[config.mk]
export PLATFORM = sky130hd
export DESIGN_NAME = bglr_mul
export DESIGN_NICKNAME = d
export VERILOG_FILES = /design/src/rtl/bglr_mul.sv
export SDC_FILE = /design/constraint.sdc
export NUM_CORES = 2
export LEC_CHECK = 0
export BUFFER_PORTS_ARGS = -buffer_cell sky130_fd_sc_hd__buf_2
export CORE_AREA = 2 2 243 245
export DETAILED_ROUTE_END_ITERATION = 12
export DIE_AREA = 0 0 245 247
export GPL_ROUTABILITY_DRIVEN = 0
export GPL_TIMING_DRIVEN = 0
export PLACE_DENSITY = 0.81
export SLEW_MARGIN = 30
export SYNTH_ARGS = -nofsm -noshare
export SYNTH_HDL_FRONTEND = slang
export SYNTH_SLANG_ARGS = --single-unit
export TNS_END_PERCENT = 5
[constraint.sdc]
create_clock -name clk -period 21.6 [get_ports clk]
set_clock_uncertainty 0.2 [all_clocks]
set_input_delay 4.32 -clock clk [delete_from_list [all_inputs] [get_ports clk]]
set_output_delay 4.32 -clock clk [all_outputs]
set_load 0.1 [all_outputs]
[src/rtl/bglr_mul.sv]
// Shared 33x33 multiplier with registered product.
module bglr_mul (
	input  logic        clk,
	input  logic [32:0] a,
	input  logic [32:0] b,
	output logic [65:0] prod_q
);
	always_ff @(posedge clk) begin
		prod_q <= a * b;
	end
endmodule

==> results.ini <==
[routing]
drtPass1Iterations=9
routed_via_density=5.93
vias=29611
drc=0
detail_route.iter0.violations=2980
routed_wl_mm=122
post_drt_wl_per_cell_um=24.5
postRouteAntennaNets=0

[synth]
ys_seq_area_share_pct=3.61
synth_edf_count=0
synthDistinctLibCells=57
synth_ff_type=dfxtp_1
synth_top_area_cell=fa_1
synth_top_area_share_pct=52.4
syn_area_per_cell_um2=9.04
ys_seq_elements=66
syn-num-nets=5338
synthesis.instances=4048
synth_area_leaders=fa_1 52%, inv_1 11%, and2_1 9.8%
netlist_area_um2=36600
synth_async_sr_flop_share_pct=0
ys_warn_count=0

[setup_path]
critPathMaxStageDelay_ps=840
required_ps=21610
cp_slowest_cell=clkbuf_1
endpoint_kind=flop
setup.worst_path.class=in2reg
start_kind=input pin
arrival_ps=13220
worstSetupStartpoint=a[17]
critPathMaxFanout=10
cp_common_cell=fa_1

[die]
die_w_um=245
fp.dieH_um=247
core_area_um2=58200
io_pins=133
dieArea_um2=60500
start_util_pct=62.9
core.rowCount=89

[timing]
max_slew_margin_pct=25.1
min_period_ps=13220
tns_ps=0
finalHoldViolations=0
worst_hold_slack_ps=4090
fmax_mhz=75.7
rsz0062_at_grt=false
setup_viol=0
worst_pin_slew_ps=1120
fin_crit_sh_pct=61.2
drv_slew=0

[cts]
clock-sinks=66
cts_setup_buffers=0
cts_max_level=3
cts.clk_slew.worst_paths_ps=60
cts-buffers-inserted=9
hold_buffers=0
ctsResizeCount=0
clk_path_buf_depth=2
cts_tree=done
clockRootBuffer=clkbuf_16

[global_routing]
grt_max_degree=13
grt_pass1_wl_mm=185
track_usage_pct=42.6
grt_pass1_vias=31405
antenna_found_initial=17
grt_overflow=0

[cells_and_area]
drive_gt1_share_pct=3.93
fin_nets=5482
fin_cells=4993
reg_top3=prod_q: 66 flops
top_register=prod_q
syn_to_final_growth_pct=5.53
largest_register_ffs=66

[placed_design]
place_inst=4953
dp_hpwl_mm=101
port_buffers=132

[worst_hold_path]
hold_path.class=in2reg
hold_depth=2
min_to=prod_q[0]
hp-start=b[0]

[job]
drv_cap=0

[run_status]
status=finished, final reports clean

==> cell usage after synthesis, types with 2 or more instances <==
master / instances
a21o_1: 31
fa_1: 958
dfxtp_1: 66
nor2b_1: 6
nand3_1: 10
buf_2: 2
a211o_1: 2
and3_1: 7
xor2_1: 24
o31a_1: 2
o211ai_1: 2
a21oi_1: 73
o41ai_1: 2
a21boi_1: 3
nor3_1: 4
o31ai_1: 3
ha_1: 265
clkbuf_1: 209
a221oi_1: 2
a31o_1: 2
nor4_1: 2
a31oi_1: 6
o21a_1: 7
nor2_1: 33
xnor2_1: 41
and4_1: 4
o21ai_1: 23
or3_1: 2
nand2b_1: 2
o21ai_0: 15
o21bai_1: 8
a211oi_1: 5
inv_1: 1048
nand4_1: 16
and2_1: 574
nand2_1: 567
o21ai_2: 2
==> stage by stage <==
step                instance area (um2)  util (%)  worst slack, ps
floorplan                         36600         -             9980
global placement                  38200      65.6             8520
detailed placement                38200      65.6             8450
CTS                               38600      66.2             8800
global route                      38600      66.2             8120
finish                            38600      66.3             8380
==> per-layer routing <==
metal / up-vias / routed length [um] / GRT usage, %
met5: - / 218 / 0.899
met4: 14 / 13100 / 33.9
met3: 802 / 18000 / 17.1
met2: 2330 / 52600 / 63.0
met1: 14613 / 38500 / 49.1
li1: 11852 / - / -
==> how the worst max path moves through the flow <==
stage	slack, ps	cells past startpoint	end
after floorplan	9980	28	prod_q[58]
after global placement	8520	29	prod_q[64]
after detailed placement	8450	29	prod_q[64]
after CTS	8800	29	prod_q[64]
after global routing	8120	29	prod_q[64]
final	8380	29	prod_q[64]
==> kinds of logic (layout without fill, tap and decap cells) <==
logic type / after synthesis / after routing / share of synthesized area, %
other cells: 0 / 23 / 0
fa+ha+maj: 1223 / 1223 / 61.5
buf+inv: 1260 / 1409 / 12.9
xor+xnor: 65 / 65 / 1.56
flops: 66 / 66 / 3.61
simple gates: 1233 / 1233 / 17.0
compound gates: 201 / 201 / 3.45
==> area by class of cell <==
class	count	area (um2)
Fill cell	4647	19600
Antenna cell	23	57.6
Timing Repair Buffer	133	668
Multi-Input combinational cell	2722	30600
Clock inverter	6	91.3
Clock buffer	10	229
Tap cell	773	967
Buffer	211	806
Inverter	1049	3940
Sequential cell	66	1320
==> layout by cell type, fill, tap and decap left out, types with 9 or more instances in the layout <==
cell type  netlist  routed
a21o_1          31      31
clkbuf_1       209     201
a21oi_1         73      73
o21ai_1         23      23
nor2_1          33      33
dfxtp_1         66      66
diode_2          0      23
inv_1         1048    1048
clkbuf_2         0       9
xor2_1          24      24
o21ai_0         15      15
nand3_1         10      10
nand2_1        567     567
nand4_1         16      16
buf_2            2     134
clkbuf_16        0       9
xnor2_1         41      41
ha_1           265     265
fa_1           958     958
and2_1         574     574
==> worst max-delay path: cells and delay by family <==
kind	cells	cell delay [ps]
AND/OR/NAND/NOR	6	1730
XOR/XNOR	1	130
AO/OA/AOI/OAI	4	1130
adder cells (fa/ha/maj)	9	4050
buffers and inverters	9	1830
Power is left out: the tool's default activity adds up to more than one toggle a clock period on the data nets, which glitch-free logic cannot reach.
